==> config.mk <==
export PLATFORM = sky130hd
export DESIGN_NAME = eight_bit_alu_with_flags_top
export DESIGN_NICKNAME = d
export VERILOG_FILES = /design/src/ebalu_pkg.sv /design/src/ebalu_cb.sv /design/src/ebalu_core.sv /design/src/eight_bit_alu_with_flags_top.sv
export SDC_FILE = /design/constraint.sdc
export NUM_CORES = 1
export LEC_CHECK = 0
export BUFFER_PORTS_ARGS = -buffer_cell sky130_fd_sc_hd__buf_2
export CORE_UTILIZATION = 45
export CTS_CLUSTER_DIAMETER = 150
export DETAILED_ROUTE_END_ITERATION = 16
export REMOVE_ABC_BUFFERS = 1
export SLEW_MARGIN = 20
export SYNTH_ARGS = -nofsm -noshare
export SYNTH_HDL_FRONTEND = slang
export SYNTH_SLANG_ARGS = --single-unit
==> constraint.sdc <==
create_clock -name clk -period 5 [get_ports clk]
set_clock_uncertainty 0.15 [all_clocks]
set_input_delay 0.75 -clock clk [delete_from_list [all_inputs] [get_ports clk]]
set_output_delay 0.75 -clock clk [all_outputs]
set_load 0.005 [all_outputs]
==> src/ebalu_pkg.sv <==
// Shared types, operation codes and constants for the eight-bit ALU with flags.
`default_nettype none

package ebalu_pkg;

  // Operation codes on the kind field
  localparam logic [4:0] KIND_ADD  = 5'd0;
  localparam logic [4:0] KIND_ADC  = 5'd1;
  localparam logic [4:0] KIND_SUB  = 5'd2;
  localparam logic [4:0] KIND_SBC  = 5'd3;
  localparam logic [4:0] KIND_AND  = 5'd4;
  localparam logic [4:0] KIND_XOR  = 5'd5;
  localparam logic [4:0] KIND_OR   = 5'd6;
  localparam logic [4:0] KIND_CP   = 5'd7;
  localparam logic [4:0] KIND_INC  = 5'd8;
  localparam logic [4:0] KIND_DEC  = 5'd9;
  localparam logic [4:0] KIND_DAA  = 5'd10;
  localparam logic [4:0] KIND_CPL  = 5'd11;
  localparam logic [4:0] KIND_SCF  = 5'd12;
  localparam logic [4:0] KIND_CCF  = 5'd13;
  localparam logic [4:0] KIND_RLCA = 5'd14;
  localparam logic [4:0] KIND_RRCA = 5'd15;
  localparam logic [4:0] KIND_RLA  = 5'd16;
  localparam logic [4:0] KIND_RRA  = 5'd17;
  localparam logic [4:0] KIND_PFX  = 5'd18;

  // Prefix byte groups (bits 7..6)
  localparam logic [1:0] GRP_SHIFT = 2'd0;
  localparam logic [1:0] GRP_BIT   = 2'd1;
  localparam logic [1:0] GRP_RES   = 2'd2;
  localparam logic [1:0] GRP_SET   = 2'd3;

  // Rotate and shift kinds in the shift group (bits 5..3)
  localparam logic [2:0] SH_RLC  = 3'd0;
  localparam logic [2:0] SH_RRC  = 3'd1;
  localparam logic [2:0] SH_RL   = 3'd2;
  localparam logic [2:0] SH_RR   = 3'd3;
  localparam logic [2:0] SH_SLA  = 3'd4;
  localparam logic [2:0] SH_SRA  = 3'd5;
  localparam logic [2:0] SH_SWAP = 3'd6;
  localparam logic [2:0] SH_SRL  = 3'd7;

  // Decimal adjust constants
  localparam logic [7:0] DAA_ADJ_LO = 8'h06;
  localparam logic [7:0] DAA_ADJ_HI = 8'h60;
  localparam logic [7:0] DAA_LIMIT  = 8'h99;
  localparam logic [3:0] NIB_LIMIT  = 4'd9;

  typedef struct packed {
    logic z;
    logic n;
    logic h;
    logic c;
  } ebalu_flags_t;

  typedef struct packed {
    logic [4:0]   kind;
    logic [7:0]   a;
    logic [7:0]   b;
    ebalu_flags_t flags;
  } ebalu_req_t;

  typedef struct packed {
    logic [7:0]   result;
    logic         wb;
    ebalu_flags_t flags;
  } ebalu_res_t;

endpackage

`default_nettype wire

==> src/ebalu_cb.sv <==
// Prefixed bit unit: rotates, shifts, swap, bit test, bit reset and bit set.
`default_nettype none

module ebalu_cb (
  input  wire logic [7:0]            a,
  input  wire logic [7:0]            op,
  input  wire ebalu_pkg::ebalu_flags_t flags_in,
  output ebalu_pkg::ebalu_res_t      res
);

  logic [1:0] grp;
  logic [2:0] sel;
  logic [7:0] mask;
  logic [7:0] sh_r;
  logic       sh_c;

  assign grp  = op[7:6];
  assign sel  = op[5:3];
  assign mask = 8'b1 << sel;

  // Pick the rotate or shift result and its carry
  always_comb begin
    unique case (sel)
      ebalu_pkg::SH_RLC:  begin sh_c = a[7]; sh_r = {a[6:0], a[7]};         end
      ebalu_pkg::SH_RRC:  begin sh_c = a[0]; sh_r = {a[0], a[7:1]};         end
      ebalu_pkg::SH_RL:   begin sh_c = a[7]; sh_r = {a[6:0], flags_in.c};   end
      ebalu_pkg::SH_RR:   begin sh_c = a[0]; sh_r = {flags_in.c, a[7:1]};   end
      ebalu_pkg::SH_SLA:  begin sh_c = a[7]; sh_r = {a[6:0], 1'b0};         end
      ebalu_pkg::SH_SRA:  begin sh_c = a[0]; sh_r = {a[7], a[7:1]};         end
      ebalu_pkg::SH_SWAP: begin sh_c = 1'b0; sh_r = {a[3:0], a[7:4]};       end
      ebalu_pkg::SH_SRL:  begin sh_c = a[0]; sh_r = {1'b0, a[7:1]};         end
      default:            begin sh_c = a[0]; sh_r = a;                      end
    endcase
  end

  // Select by group; reset and set leave the flags alone
  always_comb begin
    res.result = a;
    res.wb     = 1'b1;
    res.flags  = flags_in;
    unique case (grp)
      ebalu_pkg::GRP_SHIFT: begin
        res.result  = sh_r;
        res.flags.z = (sh_r == 8'd0);
        res.flags.n = 1'b0;
        res.flags.h = 1'b0;
        res.flags.c = sh_c;
      end
      ebalu_pkg::GRP_BIT: begin
        res.wb      = 1'b0;
        res.flags.z = ~a[sel];
        res.flags.n = 1'b0;
        res.flags.h = 1'b1;
      end
      ebalu_pkg::GRP_RES: res.result = a & ~mask;
      ebalu_pkg::GRP_SET: res.result = a | mask;
      default:            res.result = a;
    endcase
  end

endmodule

`default_nettype wire

==> src/ebalu_core.sv <==
// Single-pass ALU logic: arithmetic, logic, decimal adjust, rotates and flags.
`default_nettype none

module ebalu_core (
  input  wire ebalu_pkg::ebalu_req_t req,
  output ebalu_pkg::ebalu_res_t      res
);

  logic                  add_cin;
  logic                  sub_cin;
  logic [8:0]            add_sum;
  logic [4:0]            add_half;
  logic [8:0]            sub_diff;
  logic [4:0]            sub_half;
  logic [7:0]            inc_val;
  logic [7:0]            dec_val;
  logic                  daa_lo;
  logic                  daa_hi;
  logic [7:0]            daa_adj;
  logic [7:0]            daa_val;
  ebalu_pkg::ebalu_res_t cb_res;

  // Carry and borrow in for the with-carry forms
  assign add_cin = (req.kind == ebalu_pkg::KIND_ADC) & req.flags.c;
  assign sub_cin = (req.kind == ebalu_pkg::KIND_SBC) & req.flags.c;

  assign add_sum  = {1'b0, req.a} + {1'b0, req.b} + {8'd0, add_cin};
  assign add_half = {1'b0, req.a[3:0]} + {1'b0, req.b[3:0]} + {4'd0, add_cin};
  assign sub_diff = {1'b0, req.a} - {1'b0, req.b} - {8'd0, sub_cin};
  assign sub_half = {1'b0, req.a[3:0]} - {1'b0, req.b[3:0]} - {4'd0, sub_cin};
  assign inc_val  = req.a + 8'd1;
  assign dec_val  = req.a - 8'd1;

  // Decimal adjust correction
  assign daa_lo  = req.flags.h | (~req.flags.n & (req.a[3:0] > ebalu_pkg::NIB_LIMIT));
  assign daa_hi  = req.flags.c | (~req.flags.n & (req.a > ebalu_pkg::DAA_LIMIT));
  assign daa_adj = (daa_lo ? ebalu_pkg::DAA_ADJ_LO : 8'd0) |
                   (daa_hi ? ebalu_pkg::DAA_ADJ_HI : 8'd0);
  assign daa_val = req.flags.n ? (req.a - daa_adj) : (req.a + daa_adj);

  ebalu_cb u_cb (
    .a        (req.a),
    .op       (req.b),
    .flags_in (req.flags),
    .res      (cb_res)
  );

  // Select result and flags by operation
  always_comb begin
    res.result = req.a;
    res.wb     = 1'b0;
    res.flags  = req.flags;
    unique case (req.kind)
      ebalu_pkg::KIND_ADD, ebalu_pkg::KIND_ADC: begin
        res.result  = add_sum[7:0];
        res.wb      = 1'b1;
        res.flags.z = (add_sum[7:0] == 8'd0);
        res.flags.n = 1'b0;
        res.flags.h = add_half[4];
        res.flags.c = add_sum[8];
      end
      ebalu_pkg::KIND_SUB, ebalu_pkg::KIND_SBC, ebalu_pkg::KIND_CP: begin
        res.result  = sub_diff[7:0];
        res.wb      = (req.kind != ebalu_pkg::KIND_CP);
        res.flags.z = (sub_diff[7:0] == 8'd0);
        res.flags.n = 1'b1;
        res.flags.h = sub_half[4];
        res.flags.c = sub_diff[8];
      end
      ebalu_pkg::KIND_AND: begin
        res.result = req.a & req.b;
        res.wb     = 1'b1;
        res.flags  = '{z: ((req.a & req.b) == 8'd0), n: 1'b0, h: 1'b1, c: 1'b0};
      end
      ebalu_pkg::KIND_XOR: begin
        res.result = req.a ^ req.b;
        res.wb     = 1'b1;
        res.flags  = '{z: ((req.a ^ req.b) == 8'd0), n: 1'b0, h: 1'b0, c: 1'b0};
      end
      ebalu_pkg::KIND_OR: begin
        res.result = req.a | req.b;
        res.wb     = 1'b1;
        res.flags  = '{z: ((req.a | req.b) == 8'd0), n: 1'b0, h: 1'b0, c: 1'b0};
      end
      ebalu_pkg::KIND_INC: begin
        res.result  = inc_val;
        res.wb      = 1'b1;
        res.flags.z = (inc_val == 8'd0);
        res.flags.n = 1'b0;
        res.flags.h = (inc_val[3:0] == 4'h0);
      end
      ebalu_pkg::KIND_DEC: begin
        res.result  = dec_val;
        res.wb      = 1'b1;
        res.flags.z = (dec_val == 8'd0);
        res.flags.n = 1'b1;
        res.flags.h = (dec_val[3:0] == 4'hF);
      end
      ebalu_pkg::KIND_DAA: begin
        res.result  = daa_val;
        res.wb      = 1'b1;
        res.flags.z = (daa_val == 8'd0);
        res.flags.h = 1'b0;
        res.flags.c = daa_hi;
      end
      ebalu_pkg::KIND_CPL: begin
        res.result  = ~req.a;
        res.wb      = 1'b1;
        res.flags.n = 1'b1;
        res.flags.h = 1'b1;
      end
      ebalu_pkg::KIND_SCF: begin
        res.flags.n = 1'b0;
        res.flags.h = 1'b0;
        res.flags.c = 1'b1;
      end
      ebalu_pkg::KIND_CCF: begin
        res.flags.n = 1'b0;
        res.flags.h = 1'b0;
        res.flags.c = ~req.flags.c;
      end
      ebalu_pkg::KIND_RLCA: begin
        res.result = {req.a[6:0], req.a[7]};
        res.wb     = 1'b1;
        res.flags  = '{z: 1'b0, n: 1'b0, h: 1'b0, c: req.a[7]};
      end
      ebalu_pkg::KIND_RRCA: begin
        res.result = {req.a[0], req.a[7:1]};
        res.wb     = 1'b1;
        res.flags  = '{z: 1'b0, n: 1'b0, h: 1'b0, c: req.a[0]};
      end
      ebalu_pkg::KIND_RLA: begin
        res.result = {req.a[6:0], req.flags.c};
        res.wb     = 1'b1;
        res.flags  = '{z: 1'b0, n: 1'b0, h: 1'b0, c: req.a[7]};
      end
      ebalu_pkg::KIND_RRA: begin
        res.result = {req.flags.c, req.a[7:1]};
        res.wb     = 1'b1;
        res.flags  = '{z: 1'b0, n: 1'b0, h: 1'b0, c: req.a[0]};
      end
      ebalu_pkg::KIND_PFX: res = cb_res;
      default: begin
        // unused codes: no operation, flags pass through
        res.result = req.a;
      end
    endcase
  end

endmodule

`default_nettype wire

==> src/eight_bit_alu_with_flags_top.sv <==
// Top level of the eight-bit ALU with flags: input register, ALU logic, result register.
`default_nettype none

// Eight-bit ALU with Z/N/H/C flags. Each input word carries an operation code, two
// operand bytes and the current flags; it produces one result word with the new byte,
// a write-back bit and the new flags. The block takes one word every clock cycle while
// the output is not stalled. Each accepted word is held first in the input register and
// then in the result register, with the whole ALU evaluated in a single pass between
// them. A stalled output holds its word; the input stays ready as long as either
// register has room or the output is being taken. There is no state between words and
// nothing to configure.
module eight_bit_alu_with_flags_top (
  input  wire logic       clk,
  input  wire logic       rst_n,
  input  wire logic       in_valid,
  output logic            in_ready,
  input  wire logic [4:0] in_kind,
  input  wire logic [7:0] in_operand_a,
  input  wire logic [7:0] in_operand_b,
  input  wire logic       in_flag_z_in,
  input  wire logic       in_flag_n_in,
  input  wire logic       in_flag_h_in,
  input  wire logic       in_flag_c_in,
  output logic            out_valid,
  input  wire logic       out_ready,
  output logic [7:0]      out_result,
  output logic            out_write_back,
  output logic            out_flag_z_out,
  output logic            out_flag_n_out,
  output logic            out_flag_h_out,
  output logic            out_flag_c_out
);

  ebalu_pkg::ebalu_req_t req_r;
  ebalu_pkg::ebalu_res_t res_r;
  ebalu_pkg::ebalu_res_t res_nxt;
  logic                  req_vld_r;
  logic                  res_vld_r;
  logic                  res_load;
  logic                  req_load;

  // Advance when the next stage has room or is draining
  assign res_load = ~res_vld_r | out_ready;
  assign in_ready = ~req_vld_r | res_load;
  assign req_load = in_valid & in_ready;

  // Hold valid bits
  always_ff @(posedge clk) begin
    if (!rst_n) begin
      req_vld_r <= 1'b0;
      res_vld_r <= 1'b0;
    end else begin
      if (in_ready) req_vld_r <= in_valid;
      if (res_load) res_vld_r <= req_vld_r;
    end
  end

  // Capture the input word
  always_ff @(posedge clk) begin
    if (req_load) begin
      req_r.kind    <= in_kind;
      req_r.a       <= in_operand_a;
      req_r.b       <= in_operand_b;
      req_r.flags.z <= in_flag_z_in;
      req_r.flags.n <= in_flag_n_in;
      req_r.flags.h <= in_flag_h_in;
      req_r.flags.c <= in_flag_c_in;
    end
  end

  ebalu_core u_core (
    .req (req_r),
    .res (res_nxt)
  );

  // Capture the result word
  always_ff @(posedge clk) begin
    if (res_load && req_vld_r) begin
      res_r <= res_nxt;
    end
  end

  assign out_valid      = res_vld_r;
  assign out_result     = res_r.result;
  assign out_write_back = res_r.wb;
  assign out_flag_z_out = res_r.flags.z;
  assign out_flag_n_out = res_r.flags.n;
  assign out_flag_h_out = res_r.flags.h;
  assign out_flag_c_out = res_r.flags.c;

endmodule

`default_nettype wire

# Word level (Yosys, flattened, before mapping)
# Index checks and enable logic that the tools add are counted.
[totals] register_bits=40 latchBits=0 rom_bits=0 memories=0 out_inout_bits=15 ram_bits=0
[classes] reduce_logical=27 n_eq_ne=30 n_div=0 n_mul=0 n_mux=17 magnitude_cmp=3 shift=1 add_sub_neg=12 bitwise=22
[op_table] op="8-bit one-hot mux with 14 select lines" count=1
[op_table] op="8-bit zero test" count=9
[op_table] op="8-bit one-hot mux with 8 select lines" count=1
[op_table] op="5-bit by 4-bit == test with 1-bit output, second input constant" count=8
[op_table] op="8-bit bitwise OR" count=3
[op_table] op="8-bit one-hot mux with 3 select lines" count=1
[op_table] op="5-bit by 3-bit == test with 1-bit output, second input constant" count=4
[op_table] op="8-bit bitwise AND" count=2
[op_table] op="8-bit NOT" count=2
[op_table] op="5-bit == test, second input constant" count=3
[op_table] op="13-bit OR reduction" count=1
[op_table] op="3-bit == test, second input constant" count=4
[op_table] op="12-bit OR reduction" count=1
[op_table] op="5-bit by 2-bit == test with 1-bit output, second input constant" count=2
[op_table] op="1-bit one-hot mux with 10 select lines" count=1
[op_table] op="8-bit by 8-bit adder with 9-bit output" count=1
[op_table] op="9-bit by 1-bit adder with 9-bit output" count=1
[op_table] op="1-bit one-hot mux with 3 select lines" count=3
[op_table] op="1-bit one-hot mux with 9 select lines" count=1
[op_table] op="3-bit OR reduction" count=3
[op_table] op="9-bit OR reduction" count=1
[op_table] op="8-bit by 8-bit subtractor with 9-bit output" count=1
[op_table] op="9-bit by 1-bit subtractor with 9-bit output" count=1
[op_table] op="8-bit by 1-bit adder with 8-bit output, second input constant" count=1
[op_table] op="37 further kinds" count=56

# Longest topological paths before layout
[logic_depth] depth_word=9 ltp_mapped=17 ltp_nobuf=15

# Modules after synthesis
# Synthesis repeated with hierarchy kept, for this count alone.
[hier_totals] cells_unflattened=620 hier_area_um2=4996.0
[modules_own_cells] module="ebalu_core" n_inst=1 area_per_inst_um2=3056.7 cells_each=466 seq_area_each_um2=0.0
[modules_own_cells] module="eight_bit_alu_with_flags_top" n_inst=1 area_per_inst_um2=1244.9 cells_each=47 seq_area_each_um2=1181.1
[modules_own_cells] module="ebalu_cb" n_inst=1 area_per_inst_um2=694.4 cells_each=107 seq_area_each_um2=0.0

# Least setup slack after synthesis
# OpenSTA, ideal clock, no wires.
[synth_timing] kind="reg2reg" from="register, netlist name req_r[12]" to="register res_r, in the netlist out_result[7], data pin" t_required_ns=4.589 path_slack_ns=1.139 path_stages_with_launch=18 setup_time_ns=0.261 path_buffers=2 synth_period_minus_slack_ns=3.861 arrival_ns=3.450 cell_sequence="edfxtp_1 > buf_2 > inv_1 > ha_1 > clkbuf_1 > nor2_1 > o21ai_0 > nor2_1 > nor2_1 > inv_1 > ha_1 > mux2_2 > ha_1 > a21o_1 > a21oi_1 > xnor2_1 > nor2_1 > o32a_1"
[synth_lines] element="end signal: assignment" line="eight_bit_alu_with_flags_top.sv:79" source="res_r <= res_nxt;"
[synth_lines] element="end: declaration" line="eight_bit_alu_with_flags_top.sv:35" source="ebalu_pkg::ebalu_res_t res_r;"

==> summary.md <==
| Metric | Value |
|---|---|
| Status | finished, final reports clean |
| GP Congestion | 1.03 |
| Pwr Total | 0.00114 W |
| Num CTS Buffers | 5 |
| Worst-Margin Slew | 0.842 ns |
| Worst VDD drop | 0.141 mV |
| Leak pwr | 2.03 nW |
| Startpoint types | flop |
| EDFF count, synth | 38 |
| Fmax | 231 MHz |
| Dpl hpwl | 13300 um |
| GRT Overall Usage | 32.5% |
| Register area share after synthesis | 24.6% |
| Die width | 105 um |
| CTS max path bufs | 2 |
| Synth top area share | 23.7% |
| Max cap viols | 0 |
| Area growth syn-to-layout | 9.32% |
| Setup violators final | 0 |
| DR iter-0 viols | 416 |
| Top-count cell post-synth | ha_1 |
| Core area | 10300 sq um |
| CTS tree | done |
| Fin crit period | 4.32 ns |
| Layout cells sized above 1 | 13.9% |
| First-pass GRT wire length | 27200 um |
| Synth Flop Type | edfxtp_1 |
| Clock sinks | 40 |
| Synth cell count leaders | ha_1, nand2_1, nor2_1 |
| Setup TNS | 0 ns |
| Placed Cells | 727 |
| Initial core utilization | 46.6% |
| CP required | 4.91 ns |
| Post-synthesis register bit count | 40 |
| ANT cells | 0 |
| Vias/cell | 6.64 |
| Fin crit share | 86.5% |
| PwrDens | 217 nW/um^2 |
| GR Overflow Total | 0 |
| Final cell count without fillers | 735 |
| CP endpoint kind | flop |
| Post-Route WL | 17900 um |
| CP Data Arrival Time | 4.23 ns |
| Chip Height | 105 um |
| Full die area | 11100 sq um |
| I/O Buffers | 43 |
| Post-synth cell types | 83 |
| FFs w/ async S/R, synth | 0% |
| Crit path kind | flop to flop |
| Site row count | 37 |
| Filler cell count | 986 |
| Worst-path clk slew | 0.09 ns |
| DRC | 0 |
| Clock root buffer | clkbuf_8 |
| Max-slew violation count | 0 |
| Max FO, Critical Path | 11 |
| Vias | 4882 |
| I/O Pins | 44 |
| Mean Syn Cell Area | 8.45 sq um |
| Clock Latency Late Sink | 0.31 ns |
| Post-CTS setup buffers | 0 |
| Largest net degree at the start of global routing | 29 |
| Yosys warns | 0 |
| Most area-hungry cell type in the Yosys netlist | edfxtp_1 |
| Syn Std Cell Area | 4810 sq um |
| Vias in the first global route | 4483 |
| Hold buffer count at cts | 0 |
| H-tree levels | 2 |
| Min-Delay Path Class | flop to flop |
| Syn Inst Count | 569 |
| Final WS setup | 0.675 ns |
| Hold slack final | 0.382 ns |
| Relative slew slack | 43.9% |
| Top post-synthesis cells by area | edfxtp_1, ha_1, o21ai_0 |
| Pre-antenna DRT Iters | 6 |
| Antenna Violating Nets Remaining | 0 |
| WL/cell | 24.4 um |
| Antenna violations before repair | 1 |
| Final net count | 675 |
| Hold Violations, Final | 0 |
| RSZ-0062 raised after global routing | no |
| Pre-CTS setup slack | 0.751 ns |
| Post-cts gate resize count | 0 |
metrics by stage:
step	utilization, %	cell area, sq um
after floorplan	-	4640
after global placement	49.8	5140
after detailed placement	49.8	5140
after CTS	50.9	5250
after global routing	50.9	5260
final	50.9	5260
registers in the layout, indices dropped and copies added (netlist names):
name,cells
out_flag_c_out,1
out_flag_h_out,1
out_flag_n_out,1
out_flag_z_out,1
out_result,8
out_valid,1
out_write_back,1
req_r,25
req_vld_r,1
routing by layer:
metal,up-vias,part of all wire [%],track usage [%]
li1,2241,-,-
met1,2331,44,45.9
met2,278,45,50.8
met3,32,8.3,5.13
met4,0,2.6,9.96
met5,-,0,0
path summary, 6_finish.rpt:
kind | startpoint | endpoint | slack (ns) | cells after the start
worst min-delay path | req_vld_r$_SDFFE_PN0N_ | out_valid$_SDFFE_PN0P_ | 0.38 | 1
worst min register to register | req_vld_r$_SDFFE_PN0N_ | out_valid$_SDFFE_PN0P_ | 0.38 | 1
worst max register to register | req_r[13]$_DFFE_PP_ | out_result[7]$_DFFE_PP_ | 0.68 | 15
worst max-delay path | req_r[13]$_DFFE_PP_ | out_result[7]$_DFFE_PP_ | 0.68 | 15
final cells by class:
class                   instances  area, sq um  area share [%]
clock buffers                   5         68.8            1.31
multi-input cells             462         3340            63.6
inverters                      31          116            2.21
repair buffers                 58          328            6.24
flip-flops and latches         40         1180            22.5
clock inverters                 3         46.3           0.881
well taps                     136          170            3.24
cells by family after synthesis:
logic type               synth area share, %
buffers and inverters                   5.91
AND/OR/NAND/NOR                         22.1
flip-flops                              24.6
adder cells (fa/ha/maj)                 13.1
XOR/XNOR                                5.47
AO/OA/AOI/OAI                           25.4
multiplexers                            3.46
where the power goes:
group	leakage [nW]	total (W)	internal (W)	switching, W
Combinational	1.59	0.000425	0.000162	0.000263
Clock	0.0548	0.000288	0.000151	0.000138
Sequential	0.383	0.000428	0.000393	0.0000350
worst max-delay path, stage by stage (launching register included):
cell and delay [ns]:
edfxtp_1 0.41, inv_1 0.42, ha_1 0.51, nor2_1 0.14
o21ai_0 0.18, nor2_1 0.06, nor2_1 0.23, inv_1 0.11
ha_1 0.28, mux2_2 0.26, ha_1 0.32, a21o_1 0.17
a21oi_1 0.19, xnor2_1 0.17, nor2_1 0.10, o32a_1 0.37
cell usage in the layout (no fill, tap or decap), drive strengths merged, types with 12 or more instances in the layout:
cell    Yosys  layout
buf        14      58
ha         44      44
nand2      42      42
nor2       40      40
o21ai      39      39
edfxtp     38      38
inv        30      31
a21oi      24      24
xnor2      20      20
nor3       20      20
nand3      15      15
nor2b      14      14
o211ai     13      13
a211oi     12      12
Power figures use the tool's default switching activity.
